## src/hw/rtl/b2b_pkg.sv

```systemverilog
// Package: BLAKE2b constants, sigma table and shared controller/datapath types
`timescale 1ns / 1ps
package b2b_pkg;

  localparam int WordW = 64;
  localparam int CfgIdxW = 1;
  localparam int CfgDataW = 7;
  localparam int Rounds = 12;

  localparam logic [CfgIdxW-1:0] CFG_KEY_LENGTH = 1'd0;
  localparam logic [CfgIdxW-1:0] CFG_DIGEST_LENGTH = 1'd1;

  localparam logic [63:0] PARAM_BASE = 64'h0000_0000_0101_0000;

  function automatic logic [63:0] iv_word(input logic [2:0] i);
    logic [63:0] v;
    case (i)
      3'd0: v = 64'h6A09E667F3BCC908;
      3'd1: v = 64'hBB67AE8584CAA73B;
      3'd2: v = 64'h3C6EF372FE94F82B;
      3'd3: v = 64'hA54FF53A5F1D36F1;
      3'd4: v = 64'h510E527FADE682D1;
      3'd5: v = 64'h9B05688C2B3E6C1F;
      3'd6: v = 64'h1F83D9ABFB41BD6B;
      default: v = 64'h5BE0CD19137E2179;
    endcase
    return v;
  endfunction

  // sigma row as 16 nibbles, entry 0 in the low nibble
  function automatic logic [63:0] sigma_row(input logic [3:0] r);
    logic [63:0] v;
    case (r)
      4'd0: v = 64'hFEDCBA9876543210;
      4'd1: v = 64'h357B20C16DF984AE;
      4'd2: v = 64'h491763EADF250C8B;
      4'd3: v = 64'h8F04A562EBCD1397;
      4'd4: v = 64'hD386CB1EFA427509;
      4'd5: v = 64'h91EF57D438B0A6C2;
      4'd6: v = 64'hB8293670A4DEF15C;
      4'd7: v = 64'hA2684F05931CE7BD;
      4'd8: v = 64'h5A417D2C803B9EF6;
      4'd9: v = 64'h0DC3E9BF5167482A;
      default: v = 64'hFEDCBA9876543210;
    endcase
    return v;
  endfunction

  typedef struct packed {
    logic start_msg;   // reload chain and restart the byte counter
    logic store_word;  // write word into buffer
    logic clear_buf;   // zero the buffer and its fill count
    logic init_work;   // load working vector
    logic final_blk;   // final flag for init_work
    logic half_step;   // one half-round
    logic half_sel;    // 0 column, 1 diagonal
    logic [3:0] round;
    logic fold;        // xor working vector into chain
  } b2b_cmd_t;

  typedef struct packed {
    logic [4:0] fill;
  } b2b_status_t;

endpackage

```

## src/hw/rtl/b2b_ctrl.sv

```systemverilog
// Controller: sequences word intake, compressions and digest output
`timescale 1ns / 1ps
module b2b_ctrl (
  input  logic                  clk,
  input  logic                  rst_n,
  input  logic                  in_valid,
  output logic                  in_stall,
  input  logic                  in_last,
  input  logic [3:0]            in_nbytes,
  input  b2b_pkg::b2b_status_t  status,
  output b2b_pkg::b2b_cmd_t     cmd,
  output logic                  out_valid,
  input  logic                  out_stall,
  output logic [2:0]            out_idx
);
  import b2b_pkg::*;

  typedef enum logic [2:0] {S_IDLE, S_INIT, S_ROUND, S_FOLD, S_STORE, S_OUT} state_t;

  state_t      state_r, state_nxt;
  logic        busy_r, busy_nxt;
  logic        fin_r, fin_nxt;      // this compress is the final one
  logic        pend_r, pend_nxt;    // held word is the last one of the message
  logic [4:0]  step_r, step_nxt;
  logic [2:0]  idx_r, idx_nxt;
  logic        acc;
  logic        full;

  assign in_stall  = (state_r != S_IDLE);
  assign acc       = in_valid && !in_stall;
  assign full      = status.fill[4];
  assign out_valid = (state_r == S_OUT);
  assign out_idx   = idx_r;

  always_comb begin
    state_nxt = state_r; busy_nxt = busy_r; fin_nxt = fin_r; pend_nxt = pend_r;
    step_nxt = step_r; idx_nxt = idx_r;
    cmd = '0;
    cmd.round = step_r[4:1];
    cmd.half_sel = step_r[0];
    cmd.final_blk = fin_r;
    unique case (state_r)
      S_IDLE: if (acc) begin
        busy_nxt = 1'b1;
        if (!busy_r) begin
          cmd.start_msg = 1'b1;
          cmd.clear_buf = 1'b1;
          state_nxt = S_STORE;   // store after clear
          fin_nxt = 1'b0;
          pend_nxt = in_last;
        end else if (full) begin
          if (in_last && in_nbytes == 4'd0) begin
            fin_nxt = 1'b1; pend_nxt = 1'b0;
          end else begin
            fin_nxt = 1'b0; pend_nxt = in_last;
          end
          state_nxt = S_INIT;
        end else begin
          cmd.store_word = 1'b1;
          if (in_last) begin
            fin_nxt = 1'b1; pend_nxt = 1'b0; state_nxt = S_INIT;
          end
        end
      end
      S_INIT: begin
        cmd.init_work = 1'b1;
        step_nxt = '0;
        state_nxt = S_ROUND;
      end
      S_ROUND: begin
        cmd.half_step = 1'b1;
        step_nxt = step_r + 5'd1;
        if (step_r == 5'(2*Rounds - 1)) state_nxt = S_FOLD;
      end
      S_FOLD: begin
        cmd.fold = 1'b1;
        if (fin_r) begin
          idx_nxt = '0; state_nxt = S_OUT;
        end else begin
          cmd.clear_buf = 1'b1;
          state_nxt = S_STORE;
        end
      end
      S_STORE: begin
        // the held word; in_* are stable only while stalled, so it is
        // captured by the top level
        cmd.store_word = 1'b1;
        pend_nxt = 1'b0;
        fin_nxt = pend_r;
        state_nxt = pend_r ? S_INIT : S_IDLE;
      end
      S_OUT: if (!out_stall) begin
        idx_nxt = idx_r + 3'd1;
        if (idx_r == 3'd7) begin
          cmd.clear_buf = 1'b1;
          busy_nxt = 1'b0; state_nxt = S_IDLE;
        end
      end
      default: state_nxt = S_IDLE;
    endcase
  end

  always_ff @(posedge clk) begin
    if (!rst_n) begin
      state_r <= S_IDLE; busy_r <= 1'b0; fin_r <= 1'b0; pend_r <= 1'b0;
      step_r <= '0; idx_r <= '0;
    end else begin
      state_r <= state_nxt; busy_r <= busy_nxt; fin_r <= fin_nxt; pend_r <= pend_nxt;
      step_r <= step_nxt; idx_r <= idx_nxt;
    end
  end
endmodule

```

## config.mk

```make
export PLATFORM = sky130hd
export DESIGN_NAME = b2b_ctrl
export DESIGN_NICKNAME = d
export VERILOG_FILES = /design/src/hw/rtl/b2b_pkg.sv /design/src/hw/rtl/b2b_ctrl.sv
export SDC_FILE = /design/constraint.sdc
export NUM_CORES = 1
export LEC_CHECK = 0
export CORE_MARGIN = 5
export CORE_UTILIZATION = 30
export DETAILED_ROUTE_END_ITERATION = 10
export DONT_BUFFER_PORTS = 1
export GPL_ROUTABILITY_DRIVEN = 1
export PLACE_DENSITY = 0.54
export SLEW_MARGIN = 20
export SYNTH_ARGS = -nofsm -noshare
export SYNTH_HDL_FRONTEND = slang
export SYNTH_SLANG_ARGS = --single-unit
```

## constraint.sdc

```tcl
create_clock -name clk -period 2 [get_ports clk]
set_clock_uncertainty 0.1 [all_clocks]
set_input_delay 0.1 -clock clk [delete_from_list [all_inputs] [get_ports clk]]
set_output_delay 0.1 -clock clk [all_outputs]
set_load 0.03 [all_outputs]
```

==> implementation parameters, run 1 <==
Parameter                              Value

Place
  Half-perimeter wire length after detailed placement    1560 um
  PortBufs    0
  Number of instances in the placed design    143
  Routability congestion estimate    0.755

Die
  Floorplan die area    4210 um^2
  Initial core utilization    0.303
  Top-level I/O count    31
  Area of the placeable core    2980 um^2
  Row Count    20
  Die X-Extent    between 60 and 70 um
  Height of the chip    around 65 um

Worst setup path
  Master of the slowest instance on the critical path    sky130_fd_sc_hd__dlygate4sd3_1
  Cell occurring most often along the worst timing path    sky130_fd_sc_hd__dlygate4sd3_1
  Data arrival time of the critical path    1970 ps
  R2R depth    4
  Type of element launching the critical path    primary input
  Sequence of cells on the critical path    dlygate4sd3_1, o41ai_1, dlygate4sd3_1, o2111ai_1, a31oi_1
  End of the critical path    fin_r$_SDFFE_PN0P_
  Worst EP required    roughly 2100 ps
  Beginning of the worst register-to-register path    state_r[0]$_SDFFE_PN0P_
  Worst flop-to-flop path endpoint    out_idx[2]$_SDFFE_PN0P_
  Setup Crit Path Kind    in -> reg
  Type of destination of the critical path    flip-flop
  Worst setup path startpoint    in_nbytes[2]
  Register-to-register path setup slack    300 ps
  Highest cell delay on the worst timing path    640 ps
  Largest driver fanout on the critical path    2

Logic synthesis
  Proportion of register bits with asynchronous set or reset after synthesis    0
  Netlist area before placement    903 um^2
  Library cell occupying the most area in the post-synthesis netlist    sky130_fd_sc_hd__dfxtp_1
  Most frequently used flop master after synthesis    sky130_fd_sc_hd__dfxtp_1
  Proportion of synthesized chip area in sequential cells    0.310
  Average cell area after synthesis    about 8.6 um^2
  Area share of the largest cell type after synthesis    0.310
  Leading post-synthesis cells by cell area    sky130_fd_sc_hd__dfxtp_1, sky130_fd_sc_hd__mux2i_1, sky130_fd_sc_hd__ha_1, sky130_fd_sc_hd__nor3b_1, sky130_fd_sc_hd__inv_1
  Cell count after synthesis    ~110
  Post-synthesis net count    between 100 and 150
  Post-synth EDFFs    0
  Number of distinct library cells after synthesis    42
  Flop and latch count out of synthesis    14
  Synthesis Warnings    0

Power
  Power density normalized to cell area    between 800 and 900 nW/um^2
  Peak ir drop on the vdd network    0.000370 V
  Tot Pwr    0.000952 W
  Leakage power figure    0.466 nW

Worst hold path
  Path type of the worst min-delay path    in -> reg
  Worst hold path depth    2

Global route
  Congestion Overflow GR    0
  Vias in the first global route    802
  Largest net degree at the start of global routing    18
  Total global-route track usage    0.113
  Number of antenna violations at the first check in global routing    0
  Wire length of the first global-routing pass    3710 um

Timing
  Worst hold slack    8.90 ps
  Unrepaired setup endpoints after global routing    false
  Total setup violations reported at the end of the flow    0
  Setup_tns    0 ps
  Post-layout min period    1860 ps
  Max Slew Vio Count    0
  Transition time at the pin with the least slew margin    557 ps
  Crit share post-route    0.929
  Tightest slew margin relative to the limit    0.627
  Highest attainable clock frequency    538 MHz
  Number of hold violations in the final report    0

Outcome
  Run status    finished, final reports clean

Drt
  Vias after detailed routing    817
  Number of vias per cell after detailed routing    5.41
  Number of routed nets with antenna violations    0
  DRC violations left    0
  Iteration count of the initial detailed-routing pass    3
  Mean routed wirelength per cell    14.4 um
  Iter 0 DRT Violations    29
  Detailed-route wire length    2170 um

Run
  Maxcap violations    0

Final layout
  Nets    137
  Fin util    0.364
  Layout Cells excl Fill    roughly 150
  Ant. Diodes    0
  Filler instances    314
  Fraction of layout cells with a size suffix above 1    0.178
  Most used cells in the layout excluding fill and tap cells    sky130_fd_sc_hd__buf_4, sky130_fd_sc_hd__dfxtp_1, sky130_fd_sc_hd__inv_1
  Most common cell after layout, fill and taps aside    sky130_fd_sc_hd__buf_4
  Growth of design area from synthesis to finish    19.9%

Clock network
  Root cell of the clock tree    sky130_fd_sc_hd__clkbuf_4
  Inserted Clock Buffers    3
  Clock insertion delay at the later pin of the skew report    280 ps
  Clock sink total    14
  H-tree Lvls    1
  Clock Tree Buf Depth    2
  Post-CTS Setup Bufs    0
  Clock Pin Slew Worst Setup and Hold Paths    80 ps
  Clock tree from TritonCTS    yes
report_power, final:
part           internal (W)  switching, W  total [W]
Combinational      0.000174      0.000225   0.000399
Clock             0.0000700     0.0000933   0.000163
Sequential         0.000310     0.0000798   0.000390
Total              0.000554      0.000398   0.000952
Yosys cell counts (4+ instances only):
library cell,count
sky130_fd_sc_hd__buf_2,4
sky130_fd_sc_hd__nor3b_1,4
sky130_fd_sc_hd__a21oi_1,5
sky130_fd_sc_hd__inv_1,7
sky130_fd_sc_hd__nand2_1,5
sky130_fd_sc_hd__dfxtp_1,14
sky130_fd_sc_hd__mux2i_1,4
final cells by class:
class	count	area, um^2	share of cell area
Multi-Input combinational cell	75	557	0.514
Inverter	7	26.3	0.0242
Timing Repair Buffer	19	155	0.143
Tap cell	33	41.3	0.0381
Sequential cell	14	282	0.260
Clock buffer	3	22.5	0.0208
cells by family after synthesis:
logic type | share of synthesized area
adder cells (fa/ha/maj) | 0.0416
AND/OR/NAND/NOR | 0.276
AO/OA/AOI/OAI | 0.223
XOR/XNOR | 0.0194
buffers and inverters | 0.0859
multiplexers | 0.0443
flip-flops | 0.310
per-layer routing:
layer / track usage / wire length (um) / vias to the layer above
met4: 0.0317 / 23 / 0
met3: 0.0607 / 208 / 4
met2: 0.185 / 1050 / 23
li1: - / - / 410
met5: 0 / 0 / -
met1: 0.126 / 888 / 380
worst max-delay path, delay by kind of cell:
family          cells  cell delay, ps
buf+inv             2            1180
compound gates      3             690
how the worst min path moves through the flow:
| stage | endpoint | slack (ps) | from |
|---|---|---|---|
| CTS | fin_r$_SDFFE_PN0P_ | 1 | in_last |
| global route | pend_r$_SDFFE_PN0P_ | 20 | in_last |
| global placement | step_r[3]$_SDFFE_PN0P_ | 120 | rst_n |
| finish | fin_r$_SDFFE_PN0P_ | 9 | in_last |
| detailed placement | state_r[0]$_SDFFE_PN0P_ | 120 | rst_n |
| floorplan | fin_r$_SDFFE_PN0P_ | 140 | rst_n |
stage by stage:
step	area, um^2	setup WS [ps]
5_1_grt	1080	46.7
2_1_floorplan	903	322
3_3_place_gp	998	318
3_5_place_dp	998	308
4_1_cts	1080	107
6_report	1080	141
repair_timing:
item	in CTS	in global routing
hold buffers	5	0
pin swaps	0	0
setup endpoints to repair	2	2
endpoints found under the hold margin	14	0
gates resized for setup	1	2
state kept, by name, indices dropped and copies added, names as in the netlist:
| signal | cells |
|---|---|
| busy_r | 1 |
| fin_r | 1 |
| step_r | 5 |
| state_r | 3 |
| pend_r | 1 |
| out_idx | 3 |
Power figures use the tool's default switching activity.
==> run 2: changes to the inputs <==
- clock period: 2 -> 1.75 ns (I/O delays scaled with it)
==> run 2 against run 1 <==
Wire length rose by 10%. Sequential share of layout area fell by 2.2 points. First-iteration DRC count fell by 34%. Hold slack barely moved. Clock power rose by 47%. Count of clock-buffer cells in the layout rose by 1. Cell count rose by 9.3%. Register-to-register slack got worse by 80 ps. Cell area rose by 12%. Combinational power rose by 37%. Critical path type is now reg -> out. Largest power group unchanged.
==> implementation parameters, run 2 (synthesis gave the netlist of run 1 again) <==
Parameter                              Value

Outcome
  Run status    finished, final reports clean

Timing
  Post-layout min period    roughly 1700 ps
  Total setup violations reported at the end of the flow    0 (unchanged)
  Max Slew Vio Count    0 (unchanged)
  Crit share post-route    0.965
  Setup_tns    0 ps (unchanged)
  Number of hold violations in the final report    0 (unchanged)
  Tightest slew margin relative to the limit    0.640 (+0.0127)
  Highest attainable clock frequency    592 MHz
  Transition time at the pin with the least slew margin    539 ps (-18.9 ps)

Worst setup path
  Largest driver fanout on the critical path    11 (+9)
  Type of destination of the critical path    primary output
  Data arrival time of the critical path    1500 ps (-470 ps)
  Type of element launching the critical path    flip-flop
  Worst EP required    1560 ps (-550 ps)
  Setup Crit Path Kind    reg -> out

Drt
  Vias after detailed routing    875 (+7.1%)
  Iter 0 DRT Violations    19 (-34%)
  Iteration count of the initial detailed-routing pass    4 (+1)
  Mean routed wirelength per cell    14.5 um (+1.0%)
  Detailed-route wire length    2400 um (+10%)
  DRC violations left    0 (unchanged)
  Number of routed nets with antenna violations    0 (unchanged)
  Number of vias per cell after detailed routing    5.30 (-2.0%)

Final layout
  Ant. Diodes    0 (unchanged)
  Fraction of layout cells with a size suffix above 1    0.258 (+0.0796)
  Growth of design area from synthesis to finish    34.3%
  Flip-flop count of the largest register, all copies and words added    5 (unchanged)
  Nets    150 (+9.5%)
  Most common cell after layout, fill and taps aside    sky130_fd_sc_hd__buf_4
  Layout Cells excl Fill    165 (+9.3%)
  Largest register by flop count    step_r
  Most used cells in the layout excluding fill and tap cells    sky130_fd_sc_hd__buf_4, sky130_fd_sc_hd__dfxtp_1, sky130_fd_sc_hd__dlygate4sd3_1

Die
  Top-level I/O count    31 (unchanged)
  Floorplan die area    4210 um^2 (unchanged)
  Area of the placeable core    2980 um^2 (unchanged)
  Initial core utilization    0.303 (unchanged)
  Row Count    20 (unchanged)
  Height of the chip    64.9 um (unchanged)
  Die X-Extent    64.9 um (unchanged)

Global route
  Wire length of the first global-routing pass    4110 um (+11%)
  Vias in the first global route    910 (+13%)
  Total global-route track usage    0.123 (+0.00952)
  Congestion Overflow GR    0 (unchanged)
  Number of antenna violations at the first check in global routing    0 (unchanged)
  Largest net degree at the start of global routing    17 (-1)

Clock network
  Clock tree from TritonCTS    yes
  H-tree Lvls    1 (unchanged)
  Clock Tree Buf Depth    2 (unchanged)
  Clock Pin Slew Worst Setup and Hold Paths    90 ps (about the same)
  Root cell of the clock tree    sky130_fd_sc_hd__clkbuf_4
  Clock sink total    14 (unchanged)
  Inserted Clock Buffers    3 (unchanged)
  Clock insertion delay at the later pin of the skew report    280 ps (about the same)

Power
  Peak ir drop on the vdd network    0.000637 V (+72%)
  Power density normalized to cell area    996 nW/um^2 (+13%)
  Leakage power figure    0.540 nW (+16%)
  Tot Pwr    0.00121 W (+27%)

Place
  PortBufs    0 (unchanged)
  Routability congestion estimate    0.717 (-5.1%)
  Number of instances in the placed design    150 (+4.9%)
  Half-perimeter wire length after detailed placement    1680 um (+7.9%)

Run
  Maxcap violations    0 (unchanged)

Worst hold path
  Path type of the worst min-delay path    in -> reg
-- run 2: cell type report --
type                            instances  area, um^2
Fill cell                             295        1760
Multi-Input combinational cell         75         558
Sequential cell                        14         289
Timing Repair Buffer                   32         263
Tap cell                               33        41.3
Clock buffer                            4        36.3
Inverter                                7        26.3
-- run 2: critical path: stages, from the launching register on --
cell,delay [ps]
sky130_fd_sc_hd__dfxtp_4,390
sky130_fd_sc_hd__buf_4,150
sky130_fd_sc_hd__or3b_1,420
sky130_fd_sc_hd__inv_1,90
sky130_fd_sc_hd__buf_4,160
-- run 2: path summary, 6_finish.rpt --
path,start,cells after the start,endpoint,slack (ps)
max,state_r[2]$_SDFFE_PN0P_,4,cmd[8],60
min,in_valid,3,fin_r$_SDFFE_PN0P_,9
max reg2reg,state_r[2]$_SDFFE_PN0P_,5,step_r[3]$_SDFFE_PN0P_,220
min reg2reg,state_r[2]$_SDFFE_PN0P_,1,state_r[1]$_SDFFE_PN0P_,410
-- run 2: layer usage --
layer | share of wire | wire length [um] | track usage
met5 | 0 | 0 | 0
met4 | 0.0050 | 12 | 0.0264
met3 | 0.076 | 183 | 0.0572
met2 | 0.49 | 1180 | 0.208
met1 | 0.43 | 1030 | 0.139
-- run 2: what timing repair did --
item                                    in CTS  in global routing
gates resized for setup                      4                  4
endpoints found under the hold margin       14                  0
endpoints found under the setup margin       3                  3
setup buffers                                0                  2
hold buffers                                 9                  0
-- run 2: report_power, final --
group | switching [W] | internal [W] | total, W | leakage [nW]
Sequential | 0.0000658 | 0.000359 | 0.000425 | 0.116
Clock | 0.000112 | 0.000127 | 0.000239 | 0.0210
Combinational | 0.000303 | 0.000242 | 0.000545 | 0.403
Total | 0.000481 | 0.000728 | 0.00121 | 0.540
-- run 2: stage by stage --
stage | area, um^2 | setup WS [ps] | utilization | hold WS [ps]
after global routing | 1210 | -5.40 | 0.408 | 25.3
after global placement | 1050 | 102 | 0.353 | 110
after detailed placement | 1050 | 70.9 | 0.353 | 115
after floorplan | 903 | 72.4 | - | 126
final | 1210 | 61.8 | 0.408 | 8.86
after CTS | 1190 | 16.4 | 0.398 | 2.98
==> run 3: changes to the inputs <==
- PLACE_DENSITY: 0.54 -> 0.55
- clock period: 1.75 -> 1.41 ns (I/O delays scaled with it)
==> run 3 against run 2 <==
The run now ends with negative setup slack left. Total power up 54%. Clock power is 27% higher. Sequential share of layout area decreased by 5.3 points. Global-route usage grew 2.4 points. Wire length grew 25%. Core utilization grew 14 points. Cell area rose by 33%. Critical path type unchanged.
==> implementation parameters, run 3 (synthesis gave the netlist of run 1 again) <==
Parameter                              Value

Final layout
  Filler instances    256 (-13%)
  Largest register by flop count    step_r
  Fraction of layout cells with a size suffix above 1    0.542 (+0.285)
  Most common cell after layout, fill and taps aside    sky130_fd_sc_hd__buf_4
  Growth of design area from synthesis to finish    79.1%
  Fin util    0.543 (+0.136)
  Ant. Diodes    0 (unchanged)
  Area taken by multi-input logic gates    734 um^2 (+32%)
  Nets    171 (+14%)
  Most used cells in the layout excluding fill and tap cells    sky130_fd_sc_hd__buf_4, sky130_fd_sc_hd__buf_6, sky130_fd_sc_hd__dlygate4sd3_1
  Flip-flop count of the largest register, all copies and words added    5 (unchanged)
  Area used by sequential logic in the layout    299 um^2 (+3.5%)

Die
  Row Count    20 (unchanged)
  Top-level I/O count    31 (unchanged)
  Area of the placeable core    2980 um^2 (unchanged)
  Height of the chip    64.9 um (unchanged)
  Floorplan die area    4210 um^2 (unchanged)
  Initial core utilization    0.303 (unchanged)
  Die X-Extent    64.9 um (unchanged)

Drt
  Vias after detailed routing    979 (+12%)
  Mean routed wirelength per cell    16.2 um (+11%)
  Number of routed nets with antenna violations    0 (unchanged)
  Iteration count of the initial detailed-routing pass    4 (unchanged)
  Detailed-route wire length    3010 um (+25%)
  Number of vias per cell after detailed routing    5.26 (-0.75%)
  Iter 0 DRT Violations    47 (+28)
  DRC violations left    0 (unchanged)

Worst setup path
  Largest driver fanout on the critical path    6 (-5)
  Setup Crit Path Kind    reg -> out
  Sequence of cells on the critical path    buf_12, nand3b_1, buf_6, o221ai_4
  Worst EP required    1240 ps (-320 ps)
  Type of destination of the critical path    primary output
  Highest cell delay on the worst timing path    400 ps (-20 ps)
  Type of element launching the critical path    flip-flop
  Data arrival time of the critical path    1380 ps (-120 ps)
  Master of the slowest instance on the critical path    sky130_fd_sc_hd__dfxtp_4

Clock network
  H-tree Lvls    1 (unchanged)
  Clock tree from TritonCTS    yes
  Root cell of the clock tree    sky130_fd_sc_hd__clkbuf_4
  Clock Tree Buf Depth    2 (unchanged)
  Clock insertion delay at the later pin of the skew report    290 ps (about the same)
  Clock sink total    14 (unchanged)
  Clock Pin Slew Worst Setup and Hold Paths    100 ps (about the same)
  Inserted Clock Buffers    3 (unchanged)

Timing
  Transition time at the pin with the least slew margin    564 ps (+25.7 ps)
  Worst hold slack    86.5 ps (+77.6 ps)
  Number of hold violations in the final report    0 (unchanged)
  Highest attainable clock frequency    645 MHz
  Tightest slew margin relative to the limit    0.623 (-0.0172)
  Max Slew Vio Count    0 (unchanged)
  Total setup violations reported at the end of the flow    16 (+16)
  Crit share post-route    1.10
  Unrepaired setup endpoints after global routing    true
  Post-layout min period    1550 ps
  Setup_tns    -1110 ps (-1110 ps)
  Post-layout worst setup margin    -140 ps (-202 ps)

Outcome
  Failing checks    negative setup slack
  Run status    complete, but fails checks

Place
  PortBufs    0 (unchanged)
  Half-perimeter wire length after detailed placement    1780 um (+6.3%)
  Routability congestion estimate    0.802 (+12%)

Global route
  GR met1 Demand/Resource    0.164 (+0.0243)
  Vias in the first global route    1064 (+17%)
  Global Route met3 Usage    0.0433 (-0.0139)
  Number of antenna violations at the first check in global routing    0 (unchanged)
  Total global-route track usage    0.146 (+0.0236)
  Wire length of the first global-routing pass    4860 um (+18%)
  Global routing's busiest layer    met2
  Global-route track usage on met2    0.253 (+0.0447)
  Largest net degree at the start of global routing    17 (unchanged)
  Congestion Overflow GR    0 (unchanged)

Power
  Leakage power figure    0.684 nW (+27%)
  Peak ir drop on the vdd network    0.000450 V (-29%)
  Power density normalized to cell area    1150 nW/um^2 (+16%)

Worst hold path
  Path type of the worst min-delay path    in -> reg

Run
  Maxcap violations    0 (unchanged)
## run 3: power breakdown
group	total, W	leakage [nW]	internal [W]	switching, W
Combinational	0.00105	0.544	0.000520	0.000526
Clock	0.000303	0.0210	0.000157	0.000146
Sequential	0.000514	0.118	0.000447	0.0000674
## run 3: layout make-up
| class | instances | share of cell area |
|---|---|---|
| repair buffers | 53 | 0.295 |
| inverters | 7 | 0.0178 |
| flip-flops and latches | 14 | 0.185 |
| well taps | 33 | 0.0255 |
| clock buffers | 4 | 0.0224 |
| multi-input cells | 75 | 0.454 |
## run 3: worst paths after layout
path                                                 to  cells after the start                    start  slack (ps)
worst min register to register       fin_r$_SDFFE_PN0P_                      2      pend_r$_SDFFE_PN0P_         490
worst min-delay path                 fin_r$_SDFFE_PN0P_                      3                status[4]          90
worst max register to register  out_idx[1]$_SDFFE_PN0P_                      6  state_r[0]$_SDFFE_PN0P_        -100
worst max-delay path                             cmd[9]                      4  state_r[0]$_SDFFE_PN0P_        -140
## run 3: worst max-delay path: cells and delay by family (launching register included)
family	cells	cell delay [ps]
DFF	1	400
buffers and inverters	2	280
AOI/OAI and AO/OA	1	280
and+or+nand+nor	1	130
## run 3: metal layers
| layer | routed length (um) | vias up |
|---|---|---|
| li1 | - | 483 |
| met1 | 1180 | 470 |
| met2 | 1590 | 24 |
| met3 | 208 | 2 |
| met4 | 19 | 0 |
| met5 | 0 | - |
## run 3: stage by stage
stage	area, um^2	setup WS, ps	std cells	power, W
4_1_cts	1520	-123	184	0.00175
2_1_floorplan	948	-167	105	0.00102
3_3_place_gp	1190	-97.6	162	0.00124
6_report	1620	-140	186	0.00186
5_1_grt	1620	-205	186	0.00197
3_5_place_dp	1190	-124	162	0.00125
## run 3: what timing repair did
action / in CTS / in global routing
hold buffers: 9 / 0
endpoints found under the hold margin: 14 / 0
buffers inserted: 9 / 4
resized for setup: 37 / 16
setup endpoints to repair: 18 / 21
pin swaps: 7 / 8
